==> src/rtl/ifbs_pkg.sv <==
// shared constants, types and helpers of the information frame byte stuffer
package ifbs_pkg;

   localparam logic [7:0] FLAG_BYTE = 8'h7E;
   localparam logic [7:0] ESC_BYTE  = 8'h7D;
   localparam logic [7:0] ESC_FLAG  = 8'h5E;
   localparam logic [7:0] ESC_ESC   = 8'h5D;
   localparam logic [7:0] CTRL_SEQ1 = 8'h40;
   localparam logic [7:0] CTRL_SEQ0 = 8'h00;

   localparam logic [7:0] ADDRESS_RESET = 8'h03;
   localparam logic [9:0] MAX_PAYLOAD_RESET = 10'd494;
   localparam logic [9:0] LEN_MAX = 10'd1023;

   localparam int CSR_INDEX_W = 1;
   localparam logic [CSR_INDEX_W-1:0] CSR_ADDRESS     = 1'b0;
   localparam logic [CSR_INDEX_W-1:0] CSR_MAX_PAYLOAD = 1'b1;
   localparam int CSR_DATA_W = 10;

   localparam int CMD_DEPTH = 4;
   localparam int CMD_PTR_W = $clog2(CMD_DEPTH);
   localparam int CMD_CNT_W = $clog2(CMD_DEPTH + 1);

   localparam int OUT_DEPTH = 2;
   localparam int OUT_PTR_W = $clog2(OUT_DEPTH);
   localparam int OUT_CNT_W = $clog2(OUT_DEPTH + 1);

   typedef struct packed {
      logic       hdr;
      logic [7:0] addr;
      logic [7:0] ctrl;
      logic [7:0] hchk;
      logic [7:0] data;
      logic       close;
      logic [7:0] chk;
   } cmd_type;

   typedef struct packed {
      logic [7:0] line_byte;
      logic       frame_end;
      logic       run_last;
   } out_type;

   typedef enum logic [3:0] {
      STEP_FIRST,
      STEP_HFLAG,
      STEP_ADDR,
      STEP_CTRL,
      STEP_HCHK,
      STEP_DATA,
      STEP_DATA_ESC,
      STEP_CHK,
      STEP_CHK_ESC,
      STEP_FLAG
   } step_type;

   function automatic logic is_special(input logic [7:0] b);
      return (b == FLAG_BYTE) || (b == ESC_BYTE);
   endfunction

   function automatic logic [7:0] esc_code(input logic [7:0] b);
      return (b == FLAG_BYTE) ? ESC_FLAG : ESC_ESC;
   endfunction

endpackage

==> src/rtl/ifbs_front.sv <==
// front part: configuration, frame state and classification of each payload byte
module ifbs_front (
   input  logic                               clock,
   input  logic                               reset,
   input  logic                               csr_wr_en,
   input  logic [ifbs_pkg::CSR_INDEX_W-1:0]   csr_index,
   input  logic [ifbs_pkg::CSR_DATA_W-1:0]    csr_wdata,
   input  logic                               push,
   input  logic                               full,
   input  logic [7:0]                         data_byte,
   input  logic                               end_of_data,
   input  logic                               sequence_bit,
   output logic                               cmd_push,
   output ifbs_pkg::cmd_type                  cmd
);

   logic [7:0] address_ff;
   logic [9:0] max_payload_ff;
   logic       open_ff, open_in;
   logic [7:0] acc_ff, acc_in;
   logic [9:0] len_ff, len_in;

   logic [7:0]  ctrl;
   logic [7:0]  acc_new;
   logic [9:0]  len_base;
   logic [10:0] len_sum;
   logic [9:0]  len_new;
   logic        close;

   always_comb begin
      ctrl     = sequence_bit ? ifbs_pkg::CTRL_SEQ1 : ifbs_pkg::CTRL_SEQ0;
      acc_new  = (open_ff ? acc_ff : 8'h00) ^ data_byte;
      len_base = open_ff ? len_ff : 10'd0;
      len_sum  = {1'b0, len_base} + (ifbs_pkg::is_special(data_byte) ? 11'd2 : 11'd1);
      len_new  = len_sum[10] ? ifbs_pkg::LEN_MAX : len_sum[9:0];
      close    = end_of_data || (len_new >= max_payload_ff);
      cmd_push = push && !full;

      cmd.hdr   = !open_ff;
      cmd.addr  = address_ff;
      cmd.ctrl  = ctrl;
      cmd.hchk  = address_ff ^ ctrl;
      cmd.data  = data_byte;
      cmd.close = close;
      cmd.chk   = acc_new;

      open_in = open_ff;
      acc_in  = acc_ff;
      len_in  = len_ff;
      if (cmd_push) begin
         open_in = !close;
         acc_in  = close ? 8'h00 : acc_new;
         len_in  = close ? 10'd0 : len_new;
      end
   end

   always_ff @(posedge clock) begin
      if (reset) begin
         address_ff     <= ifbs_pkg::ADDRESS_RESET;
         max_payload_ff <= ifbs_pkg::MAX_PAYLOAD_RESET;
         open_ff        <= 1'b0;
         acc_ff         <= 8'h00;
         len_ff         <= 10'd0;
      end else begin
         if (csr_wr_en) begin
            unique case (csr_index)
               ifbs_pkg::CSR_ADDRESS:     address_ff     <= csr_wdata[7:0];
               ifbs_pkg::CSR_MAX_PAYLOAD: max_payload_ff <= csr_wdata[9:0];
               default: ;
            endcase
         end
         open_ff <= open_in;
         acc_ff  <= acc_in;
         len_ff  <= len_in;
      end
   end

endmodule

==> src/rtl/ifbs_cmd_queue.sv <==
// short command queue between the front and back parts
module ifbs_cmd_queue (
   input  logic               clock,
   input  logic               reset,
   input  logic               wr_en,
   input  ifbs_pkg::cmd_type  wr_cmd,
   input  logic               rd_en,
   output logic               full,
   output logic               empty,
   output ifbs_pkg::cmd_type  rd_cmd
);

   ifbs_pkg::cmd_type entry_ff [ifbs_pkg::CMD_DEPTH];
   logic [ifbs_pkg::CMD_PTR_W-1:0] wr_ptr_ff, wr_ptr_in;
   logic [ifbs_pkg::CMD_PTR_W-1:0] rd_ptr_ff, rd_ptr_in;
   logic [ifbs_pkg::CMD_CNT_W-1:0] count_ff, count_in;
   logic do_wr, do_rd;

   always_comb begin
      full      = (count_ff == ifbs_pkg::CMD_CNT_W'(ifbs_pkg::CMD_DEPTH));
      empty     = (count_ff == '0);
      do_wr     = wr_en && !full;
      do_rd     = rd_en && !empty;
      rd_cmd    = entry_ff[rd_ptr_ff];
      wr_ptr_in = do_wr ? wr_ptr_ff + 1'b1 : wr_ptr_ff;
      rd_ptr_in = do_rd ? rd_ptr_ff + 1'b1 : rd_ptr_ff;
      count_in  = count_ff;
      if (do_wr && !do_rd) begin
         count_in = count_ff + 1'b1;
      end else if (do_rd && !do_wr) begin
         count_in = count_ff - 1'b1;
      end
   end

   always_ff @(posedge clock) begin
      if (do_wr) begin
         entry_ff[wr_ptr_ff] <= wr_cmd;
      end
   end

   always_ff @(posedge clock) begin
      if (reset) begin
         wr_ptr_ff <= '0;
         rd_ptr_ff <= '0;
         count_ff  <= '0;
      end else begin
         wr_ptr_ff <= wr_ptr_in;
         rd_ptr_ff <= rd_ptr_in;
         count_ff  <= count_in;
      end
   end

endmodule

==> src/rtl/ifbs_back.sv <==
// back part: expands each command into line bytes and buffers the results
module ifbs_back (
   input  logic               clock,
   input  logic               reset,
   input  logic               cmd_empty,
   input  ifbs_pkg::cmd_type  cmd,
   output logic               cmd_pop,
   input  logic               pop,
   output logic               empty,
   output logic [7:0]         line_byte,
   output logic               frame_end,
   output logic               run_last
);

   ifbs_pkg::step_type step_ff, step_in, cur_step;
   ifbs_pkg::out_type  out_entry_ff [ifbs_pkg::OUT_DEPTH];
   ifbs_pkg::out_type  gen;
   logic [ifbs_pkg::OUT_PTR_W-1:0] wr_ptr_ff, wr_ptr_in;
   logic [ifbs_pkg::OUT_PTR_W-1:0] rd_ptr_ff, rd_ptr_in;
   logic [ifbs_pkg::OUT_CNT_W-1:0] count_ff, count_in;
   logic out_full, fire, do_rd, data_esc, chk_esc;

   always_comb begin
      data_esc = ifbs_pkg::is_special(cmd.data);
      chk_esc  = ifbs_pkg::is_special(cmd.chk);
      out_full = (count_ff == ifbs_pkg::OUT_CNT_W'(ifbs_pkg::OUT_DEPTH));
      fire     = !cmd_empty && !out_full;
      if (step_ff == ifbs_pkg::STEP_FIRST) begin
         cur_step = cmd.hdr ? ifbs_pkg::STEP_HFLAG : ifbs_pkg::STEP_DATA;
      end else begin
         cur_step = step_ff;
      end
   end

   // byte for the current step
   always_comb begin
      gen.frame_end = 1'b0;
      gen.run_last  = 1'b0;
      unique case (cur_step)
         ifbs_pkg::STEP_HFLAG: gen.line_byte = ifbs_pkg::FLAG_BYTE;
         ifbs_pkg::STEP_ADDR:  gen.line_byte = cmd.addr;
         ifbs_pkg::STEP_CTRL:  gen.line_byte = cmd.ctrl;
         ifbs_pkg::STEP_HCHK:  gen.line_byte = cmd.hchk;
         ifbs_pkg::STEP_DATA: begin
            gen.line_byte = data_esc ? ifbs_pkg::ESC_BYTE : cmd.data;
            gen.run_last  = !data_esc && !cmd.close;
         end
         ifbs_pkg::STEP_DATA_ESC: begin
            gen.line_byte = ifbs_pkg::esc_code(cmd.data);
            gen.run_last  = !cmd.close;
         end
         ifbs_pkg::STEP_CHK:     gen.line_byte = chk_esc ? ifbs_pkg::ESC_BYTE : cmd.chk;
         ifbs_pkg::STEP_CHK_ESC: gen.line_byte = ifbs_pkg::esc_code(cmd.chk);
         ifbs_pkg::STEP_FLAG: begin
            gen.line_byte = ifbs_pkg::FLAG_BYTE;
            gen.frame_end = 1'b1;
            gen.run_last  = 1'b1;
         end
         default: gen.line_byte = ifbs_pkg::FLAG_BYTE;
      endcase
      cmd_pop = fire && gen.run_last;
   end

   // next step
   always_comb begin
      step_in = step_ff;
      if (fire) begin
         if (gen.run_last) begin
            step_in = ifbs_pkg::STEP_FIRST;
         end else begin
            unique case (cur_step)
               ifbs_pkg::STEP_HFLAG:    step_in = ifbs_pkg::STEP_ADDR;
               ifbs_pkg::STEP_ADDR:     step_in = ifbs_pkg::STEP_CTRL;
               ifbs_pkg::STEP_CTRL:     step_in = ifbs_pkg::STEP_HCHK;
               ifbs_pkg::STEP_HCHK:     step_in = ifbs_pkg::STEP_DATA;
               ifbs_pkg::STEP_DATA:
                  step_in = data_esc ? ifbs_pkg::STEP_DATA_ESC : ifbs_pkg::STEP_CHK;
               ifbs_pkg::STEP_DATA_ESC: step_in = ifbs_pkg::STEP_CHK;
               ifbs_pkg::STEP_CHK:
                  step_in = chk_esc ? ifbs_pkg::STEP_CHK_ESC : ifbs_pkg::STEP_FLAG;
               ifbs_pkg::STEP_CHK_ESC:  step_in = ifbs_pkg::STEP_FLAG;
               default:                 step_in = ifbs_pkg::STEP_FIRST;
            endcase
         end
      end
   end

   // result buffer
   always_comb begin
      empty     = (count_ff == '0);
      do_rd     = pop && !empty;
      line_byte = out_entry_ff[rd_ptr_ff].line_byte;
      frame_end = out_entry_ff[rd_ptr_ff].frame_end;
      run_last  = out_entry_ff[rd_ptr_ff].run_last;
      wr_ptr_in = fire ? wr_ptr_ff + 1'b1 : wr_ptr_ff;
      rd_ptr_in = do_rd ? rd_ptr_ff + 1'b1 : rd_ptr_ff;
      count_in  = count_ff;
      if (fire && !do_rd) begin
         count_in = count_ff + 1'b1;
      end else if (do_rd && !fire) begin
         count_in = count_ff - 1'b1;
      end
   end

   always_ff @(posedge clock) begin
      if (fire) begin
         out_entry_ff[wr_ptr_ff] <= gen;
      end
   end

   always_ff @(posedge clock) begin
      if (reset) begin
         step_ff   <= ifbs_pkg::STEP_FIRST;
         wr_ptr_ff <= '0;
         rd_ptr_ff <= '0;
         count_ff  <= '0;
      end else begin
         step_ff   <= step_in;
         wr_ptr_ff <= wr_ptr_in;
         rd_ptr_ff <= rd_ptr_in;
         count_ff  <= count_in;
      end
   end

endmodule

==> src/rtl/info_frame_byte_stuffer_unit.sv <==
// top level of the information frame byte stuffer
//
//  channel   direction  handshake          payload
//  req       in         push / full        data_byte, end_of_data, sequence_bit
//  rsp       out        pop / empty        line_byte, frame_end, run_last
//  csr       in         csr_wr_en          csr_index, csr_wdata
//
// one line byte is made per cycle while a command waits and the result buffer has room;
// the back sequencer yields 1 to 9 line bytes per transaction, one per plain data byte
// and two per stuffed one. a request is taken whenever the four-entry command queue has
// room, even while results wait; results pass through the command queue and result buffer.
// reset is synchronous and clears the frame state, queues and sequencer.
module info_frame_byte_stuffer_unit (
   input  logic                              clock,
   input  logic                              reset,
   input  logic                              csr_wr_en,
   input  logic [ifbs_pkg::CSR_INDEX_W-1:0]  csr_index,
   input  logic [ifbs_pkg::CSR_DATA_W-1:0]   csr_wdata,
   input  logic                              push,
   output logic                              full,
   input  logic [7:0]                        req_data_byte,
   input  logic                              req_end_of_data,
   input  logic                              req_sequence_bit,
   output logic                              empty,
   input  logic                              pop,
   output logic [7:0]                        rsp_line_byte,
   output logic                              rsp_frame_end,
   output logic                              rsp_run_last
);

   ifbs_pkg::cmd_type wr_cmd, rd_cmd;
   logic cmd_push, cmd_pop, cmd_empty;

   ifbs_front u_front (
      .clock        (clock),
      .reset        (reset),
      .csr_wr_en    (csr_wr_en),
      .csr_index    (csr_index),
      .csr_wdata    (csr_wdata),
      .push         (push),
      .full         (full),
      .data_byte    (req_data_byte),
      .end_of_data  (req_end_of_data),
      .sequence_bit (req_sequence_bit),
      .cmd_push     (cmd_push),
      .cmd          (wr_cmd)
   );

   ifbs_cmd_queue u_cmd_queue (
      .clock  (clock),
      .reset  (reset),
      .wr_en  (cmd_push),
      .wr_cmd (wr_cmd),
      .rd_en  (cmd_pop),
      .full   (full),
      .empty  (cmd_empty),
      .rd_cmd (rd_cmd)
   );

   ifbs_back u_back (
      .clock     (clock),
      .reset     (reset),
      .cmd_empty (cmd_empty),
      .cmd       (rd_cmd),
      .cmd_pop   (cmd_pop),
      .pop       (pop),
      .empty     (empty),
      .line_byte (rsp_line_byte),
      .frame_end (rsp_frame_end),
      .run_last  (rsp_run_last)
   );

endmodule

==> config.mk <==
export PLATFORM = sky130hd
export DESIGN_NAME = info_frame_byte_stuffer_unit
export DESIGN_NICKNAME = d
export VERILOG_FILES = /design/src/rtl/ifbs_pkg.sv /design/src/rtl/ifbs_front.sv /design/src/rtl/ifbs_cmd_queue.sv /design/src/rtl/ifbs_back.sv /design/src/rtl/info_frame_byte_stuffer_unit.sv
export SDC_FILE = /design/constraint.sdc
export NUM_CORES = 1
export LEC_CHECK = 0
export BUFFER_PORTS_ARGS = -buffer_cell sky130_fd_sc_hd__buf_2
export CAP_MARGIN = 15
export CORE_MARGIN = 8
export CORE_UTILIZATION = 50
export DETAILED_ROUTE_END_ITERATION = 12
export PLACE_DENSITY = 0.63
export SYNTH_ARGS = -nofsm -noshare
export SYNTH_HDL_FRONTEND = slang
export SYNTH_HIERARCHICAL = 1
export SYNTH_SLANG_ARGS = --single-unit
==> constraint.sdc <==
create_clock -name clock -period 13.9 [get_ports clock]
set_input_delay 2.085 -clock clock [delete_from_list [all_inputs] [get_ports clock]]
set_output_delay 2.085 -clock clock [all_outputs]
set_load 0.05 [all_outputs]
## After elaboration in Yosys (flattened, before gate mapping)

Memory sizes are Yosys's and may differ from the RTL's. A register that Yosys moved wholly into a read port is not among the register bits.
Index checks and enable logic that the tools add are counted.
W data, S select, Z words.

| word-level totals | value |
|---|---|
| output and inout bits | 12 |
| memories kept | 2 |
| logic and storage cells | 110 |
| bits in registers | 52 |
| input bits | 26 |
| RAM bits | 184 |

| operators by class | value |
|---|---|
| bitwise gates (word level) | 3 |
| equality and inequality tests | 17 |
| reduce and logical (&&, ||, !) cells | 34 |
| multiplexer cells | 32 |
| order comparisons | 1 |
| add/subtract/negate cells | 9 |

Memory list:

| name | words | bits a word | read ports | clocked after memory_dff | write ports | RTL line | RTL |
|---|---|---|---|---|---|---|---|
| u_cmd_queue.entry_ff | 4 | 41 | 1 | 1 | 1 | ifbs_cmd_queue.sv:13 | `ifbs_pkg::cmd_type entry_ff [ifbs_pkg::CMD_DEPTH];` |
| u_back.out_entry_ff | 2 | 10 | 1 | 1 | 1 | ifbs_back.sv:16 | `ifbs_pkg::out_type out_entry_ff [ifbs_pkg::OUT_DEPTH];` |

Operators by type and width:

| cell | count |
|---|---|
| $pmux W8 S7 | 1 |
| $eq A8 B7 Y1 const B | 6 |
| $mux W8 | 4 |
| $pmux W4 S8 | 1 |
| $mux W10 | 3 |
| $eq A4 B3 Y1 const B | 4 |
| $xor A8 B8 Y8 | 2 |
| $mux W2 | 7 |
| $logic_not A1 Y1 | 12 |
| $add A10 B11 Y11 | 1 |
| $logic_and A1 B1 Y1 | 11 |
| $ge A10 B10 Y1 | 1 |
| $mux W1 | 9 |
| $mux W3 | 3 |
| $eq A4 B2 Y1 const B | 2 |
| $eq A4 B4 Y1 const B | 2 |
| $mux W4 | 2 |
| $mux W7 | 1 |
| $add A2 B1 Y2 const B | 3 |
| $eq A4 B1 Y1 const B | 1 |
| $logic_not A4 Y1 | 1 |
| $logic_or A1 B1 Y1 | 4 |
| $reduce_and A2 Y1 | 2 |
| $reduce_bool A2 Y1 | 2 |
| 10 further kinds | 11 |

## Logic depth before layout (Yosys ltp)

| depth | value |
|---|---|
| depth after elaboration | 10 |
| gate-level depth with buffers | 16 |
| gate-level depth less buffers | 14 |

## Cells and area by module

The synthesis kept the hierarchy.

By module, submodules not included:

| module | cells each | sequential area each (um^2) | times used | area an instance (um^2) |
|---|---|---|---|---|
| ifbs_cmd_queue | 268 | 5225.0 | 1 | 6581.3 |
| ifbs_front | 300 | 740.7 | 1 | 2404.8 |
| ifbs_back | 175 | 780.7 | 1 | 1779.2 |

## Worst setup path after synthesis

Ideal clock, no wire load.

| timing path | value |
|---|---|
| path type | input port to flip-flop |
| start | input port req_data_byte[7] |
| end | memory u_cmd_queue/entry_ff[0][8] (netlist bit) (data pin) |
| slack | 8.040 ns |
| path buffers | 2 |
| data required time | 13.646 ns |
| arrival time | 5.606 ns |
| cell stages on the path | 15 |
| library setup time | 0.254 ns |
| path through | nand2b_1 -> nor4_1 -> inv_1 -> ha_1 -> fa_1 -> or4b_1 -> o221ai_2 -> inv_1 -> ha_1 -> nand4_1 -> a211oi_1 -> or4_4 -> buf_6 -> o21bai_1 -> buf_4 |

| between the ends | value |
|---|---|
| longest elaborated chain between the ends | 7 |
| elaborated cells on any way between the ends | 8 |
| classes of those cells | add/sub: 1; order compare: 1; eq/ne: 2; mux: 2; reduce/logical: 2 |

RTL lines:

| item | RTL line | RTL |
|---|---|---|
| from (decl) | info_frame_byte_stuffer_unit.sv:21 | `input logic [7:0] req_data_byte,` |
| $eq A8 B7 Y1 | ifbs_pkg.sv:58 | `return (b == FLAG_BYTE) \|\| (b == ESC_BYTE);` |
| $logic_or A1 B1 Y1 * | ifbs_pkg.sv:58 |  |
| $mux W2 * | ifbs_front.sv:34 | `len_sum = {1'b0, len_base} + (ifbs_pkg::is_special(data_byte) ? 11'd2 : 11'd1);` |
| $add A10 B11 Y11 * | ifbs_front.sv:34 |  |
| $mux W10 * | ifbs_front.sv:35 | `len_new = len_sum[10] ? ifbs_pkg::LEN_MAX : len_sum[9:0];` |
| $ge A10 B10 Y1 * | ifbs_front.sv:36 | `close = end_of_data \|\| (len_new >= max_payload_ff);` |
| $logic_or A1 B1 Y1 * | ifbs_front.sv:36 |  |
| net u_front.close | ifbs_front.sv:28 | `logic close;` |
| to (decl) | ifbs_cmd_queue.sv:13 |  |

Mark *: on every way through the listed nets, which the timed path passes. The rest lies on a longest branch.

==> impl_metrics.py <==
metrics = {
    "outcome": {
        "outcome": "complete, no violations",
    },
    "clocking": {
        "cts_resized": 0,
        "cts_sinks": 243,
        "cts.clk_slew.worst_paths_ns": 0.06,
        "numCtsBuffers": 25,
        "cts_setup_buffers": 0,
        "cts_htree_levels": 1,
        "cts.path.max_buffers": 3,
        "hold_buffers": 0,
        "clock-root-buffer": "clkbuf_16",
        "cts_tree": "built",
        "insertion_delay_ns": 0.50,
    },
    "yosys": {
        "yosysSeqAreaShare_pct": 62.67,
        "avgSynthCellArea_sq_um": 14.49,
        "synth.area.mux_share_pct": 11.03,
        "ys.flop_type": "edfxtp_1",
        "synthCells": 743,
        "synth-simple-area-share_pct": 9.042,
        "synth_top_family_by_area": "multiplexers",
        "syn_area_sq_um": 10770,
        "synthDistinctLibCells": 76,
        "yosysTopAreaCellShare_pct": 52.44,
        "synth-compound-area-share_pct": 7.531,
        "synth_top_cell_by_area": "edfxtp_1",
        "synthArstFlopShare_pct": 0,
        "synth-xor-area-share_pct": 1.709,
        "synthAdderAreaFrac_pct": 2.464,
        "ys_ff_latch": 243,
        "synth_warnings": 6,
        "synth_edf_count": 188,
        "synthTopCellsByArea": "edfxtp_1 52%, dfxtp_1 10%, mux4_2 8.4%, nand2_1 2.4%, ha_1 2.1%",
    },
    "final_layout": {
        "nNetsFinal": 807,
        "area_growth_pct": 8.961,
        "fin_area_sq_um": 11730,
        "final_cells": 1054,
        "drive_gt1_share_pct": 21.44,
        "antenna_cells": 0,
    },
    "route": {
        "wl_microns": 20340,
        "ant_nets": 0,
        "drt-wirelength-per-cell_microns": 19.30,
        "drtPass1Iterations": 5,
        "vias": 5960,
        "drc_errors": 0,
        "vias_per_cell": 5.655,
        "drt_iter0_markers": 417,
    },
    "sta": {
        "max_freq_ghz": 0.1701,
        "rsz0062_at_grt": "no",
        "final.period_utilization_pct": 42.30,
        "slew_headroom_pct": 32.26,
        "setup_violations": 0,
        "whs_ns": 0.4648,
        "hold_viol": 0,
        "worst_pin_slew_ns": 1.016,
        "slew_viol_final": 0,
        "skew_ns": 0.008236,
        "post-route-min-period_ns": 5.880,
        "tns_ns": 0,
    },
    "critical_path": {
        "endpoint_kind": "flip-flop",
        "cp.arrival_ns": 6.11,
        "crit_required_ns": 14.13,
        "worstSetupPathType": "primary input to flip-flop",
        "start_kind": "primary input",
        "crit_fanout": 20,
    },
    "power": {
        "power_leakage_nw": 4.143,
        "ir_worst_vdd_v": 0.00007911,
        "power.density_nw_per_um2": 180.7,
    },
    "floorplan": {
        "start_util_pct": 51.05,
        "std_cell_rows": 53,
        "die-area_sq_um": 26480,
        "fp.dieW_microns": 162.7,
        "core_sq_um": 21090,
        "die_h_microns": 162.7,
        "io_pins": 38,
    },
    "job": {
        "maxCapViolCount": 0,
    },
    "place": {
        "place_area_sq_um": 10940,
        "gp_congestion": 0.8585,
        "port_buffers": 37,
        "dp_hpwl_microns": 13290,
        "dp.cells": 1008,
    },
    "global_route": {
        "grtUsageTotal_pct": 15.36,
        "antenna_found_initial": 0,
        "grt_pass1_vias": 5994,
        "grt_pass1_wl_microns": 32340,
        "grt_max_degree": 43,
        "gr-total-overflow": 0,
    },
    "min_path": {
        "min_path_type": "flip-flop to flip-flop",
    },
}
==> cell usage in the layout, fill, tap and decap left out, types with 3 or more instances in the layout <==
cell | Yosys | routed
xnor2_1 | 5 | 5
nor3_1 | 7 | 7
clkbuf_16 | 0 | 25
a21oi_1 | 23 | 23
nand2b_1 | 10 | 10
o31ai_2 | 18 | 18
nor4_1 | 3 | 3
mux2i_1 | 11 | 11
clkbuf_1 | 10 | 9
o22ai_1 | 4 | 4
nand2_1 | 68 | 68
mux2_2 | 11 | 11
or3_1 | 5 | 5
and2_2 | 0 | 4
o21ai_0 | 10 | 10
clkinv_1 | 1 | 4
nor2_1 | 34 | 34
inv_1 | 42 | 42
dfxtp_1 | 55 | 53
a21o_1 | 5 | 5
buf_2 | 12 | 37
and2_1 | 8 | 4
ha_1 | 18 | 18
nor2b_1 | 5 | 5
buf_4 | 25 | 7
and4_1 | 3 | 3
conb_1 | 1 | 7
edfxtp_1 | 188 | 188
nand3_1 | 27 | 27
a22oi_1 | 4 | 4
mux4_2 | 40 | 40
a211o_1 | 3 | 3
xor2_1 | 16 | 16
nand4_1 | 6 | 6
==> final timing paths <==
| kind | cells after the start | to | start | slack, ns |
|---|---|---|---|---|
| worst max register to register | 13 | u_cmd_queue/count_ff[2]$_SDFFE_PP0P_ | flip-flop | 9.50 |
| worst min register to register | 2 | u_front/acc_ff[2]$_SDFFE_PP0P_ | u_front/acc_ff[2]$_SDFFE_PP0P_ | 0.46 |
| worst max-delay path | 15 | u_cmd_queue/entry_ff[3][8]$_DFFE_PP_ | req_data_byte[7] | 8.02 |
| worst min-delay path | 2 | u_front/acc_ff[2]$_SDFFE_PP0P_ | u_front/acc_ff[2]$_SDFFE_PP0P_ | 0.46 |
==> layout make-up <==
type | instances | area [sq um]
fillers | 1680 | 9358
flip-flops and latches | 243 | 6749
multi-input cells | 404 | 3452
clock buffers | 36 | 686.9
well taps | 275 | 344.1
repair buffers | 44 | 237.7
inverters | 43 | 161.4
clock inverters | 9 | 98.84
==> cell usage after synthesis (3+ instances only) <==
cell type	count
inv_1	42
nor3_1	7
nor2_1	34
a211o_1	3
buf_12	4
nand2_1	68
a21oi_1	23
buf_1	3
xnor2_1	5
ha_1	18
nand4_1	6
buf_4	25
nand3_1	27
dfxtp_1	55
o31ai_2	18
clkbuf_1	10
and2_1	8
edfxtp_1	188
a22oi_1	4
nor4_1	3
mux2_2	11
nand2b_1	10
buf_6	5
o21ai_0	10
nor2b_1	5
a21o_1	5
mux4_2	40
xor2_1	16
buf_2	12
o22ai_1	4
or3_1	5
and4_1	3
mux2i_1	11
==> layer usage <==
layer	vias to the layer above	GRT usage, %	wire [microns]
li1	2805	-	-
met1	2961	19.90	8868
met2	153	25.93	9983
met3	41	2.427	1024
met4	0	5.213	463
met5	-	0	0
==> through the flow <==
stage	worst slack, ns	util, %	total power, mW
after floorplan	8.040	-	1.379
after CTS	8.018	55.59	2.140
after detailed placement	7.486	51.86	1.502
after global placement	7.581	51.86	1.480
final	8.020	55.62	2.120
after global routing	7.656	55.62	2.217
==> flip-flops by register name, indices dropped and copies added, names as in the netlist, 2 cells and up, named ones only <==
signal and flops:
u_back/count_ff 2, u_back/out_entry_ff 20, u_back/step_ff 4, u_cmd_queue/count_ff 3, u_cmd_queue/entry_ff 168, u_cmd_queue/rd_ptr_ff 2
u_cmd_queue/wr_ptr_ff 2, u_front/acc_ff 8, u_front/address_ff 8, u_front/len_ff 10, u_front/max_payload_ff 10
==> worst max-delay path, cell delays in order <==
cell and delay, ns:
buf_2 0.13, nand2b_1 0.14, nor4_1 0.64, inv_1 0.10
ha_1 0.26, fa_1 0.45, nand3_1 0.15, nor3_2 0.09
nor4_1 0.46, inv_1 0.09, ha_1 0.31, a211oi_2 0.18
nor2_1 0.06, or4_4 0.68, o21bai_1 0.28
==> power by group <==
part / switching (mW) / total (mW) / leakage (nW) / internal [mW]
clock: 0.255 / 0.635 / 0.382 / 0.380
sequential: 0.0555 / 0.979 / 2.17 / 0.924
combinational: 0.326 / 0.506 / 1.59 / 0.180
==> kinds of logic (layout without fill, tap and decap cells) <==
kind of cell,Yosys count,count (layout)
compound gates,98,98
xor+xnor,21,21
fa+ha+maj,20,20
buf+inv,102,132
flops,243,243
mux,64,64
other cells,1,7
simple gates,194,194
Note: power is estimated with default switching activity, not from simulation.
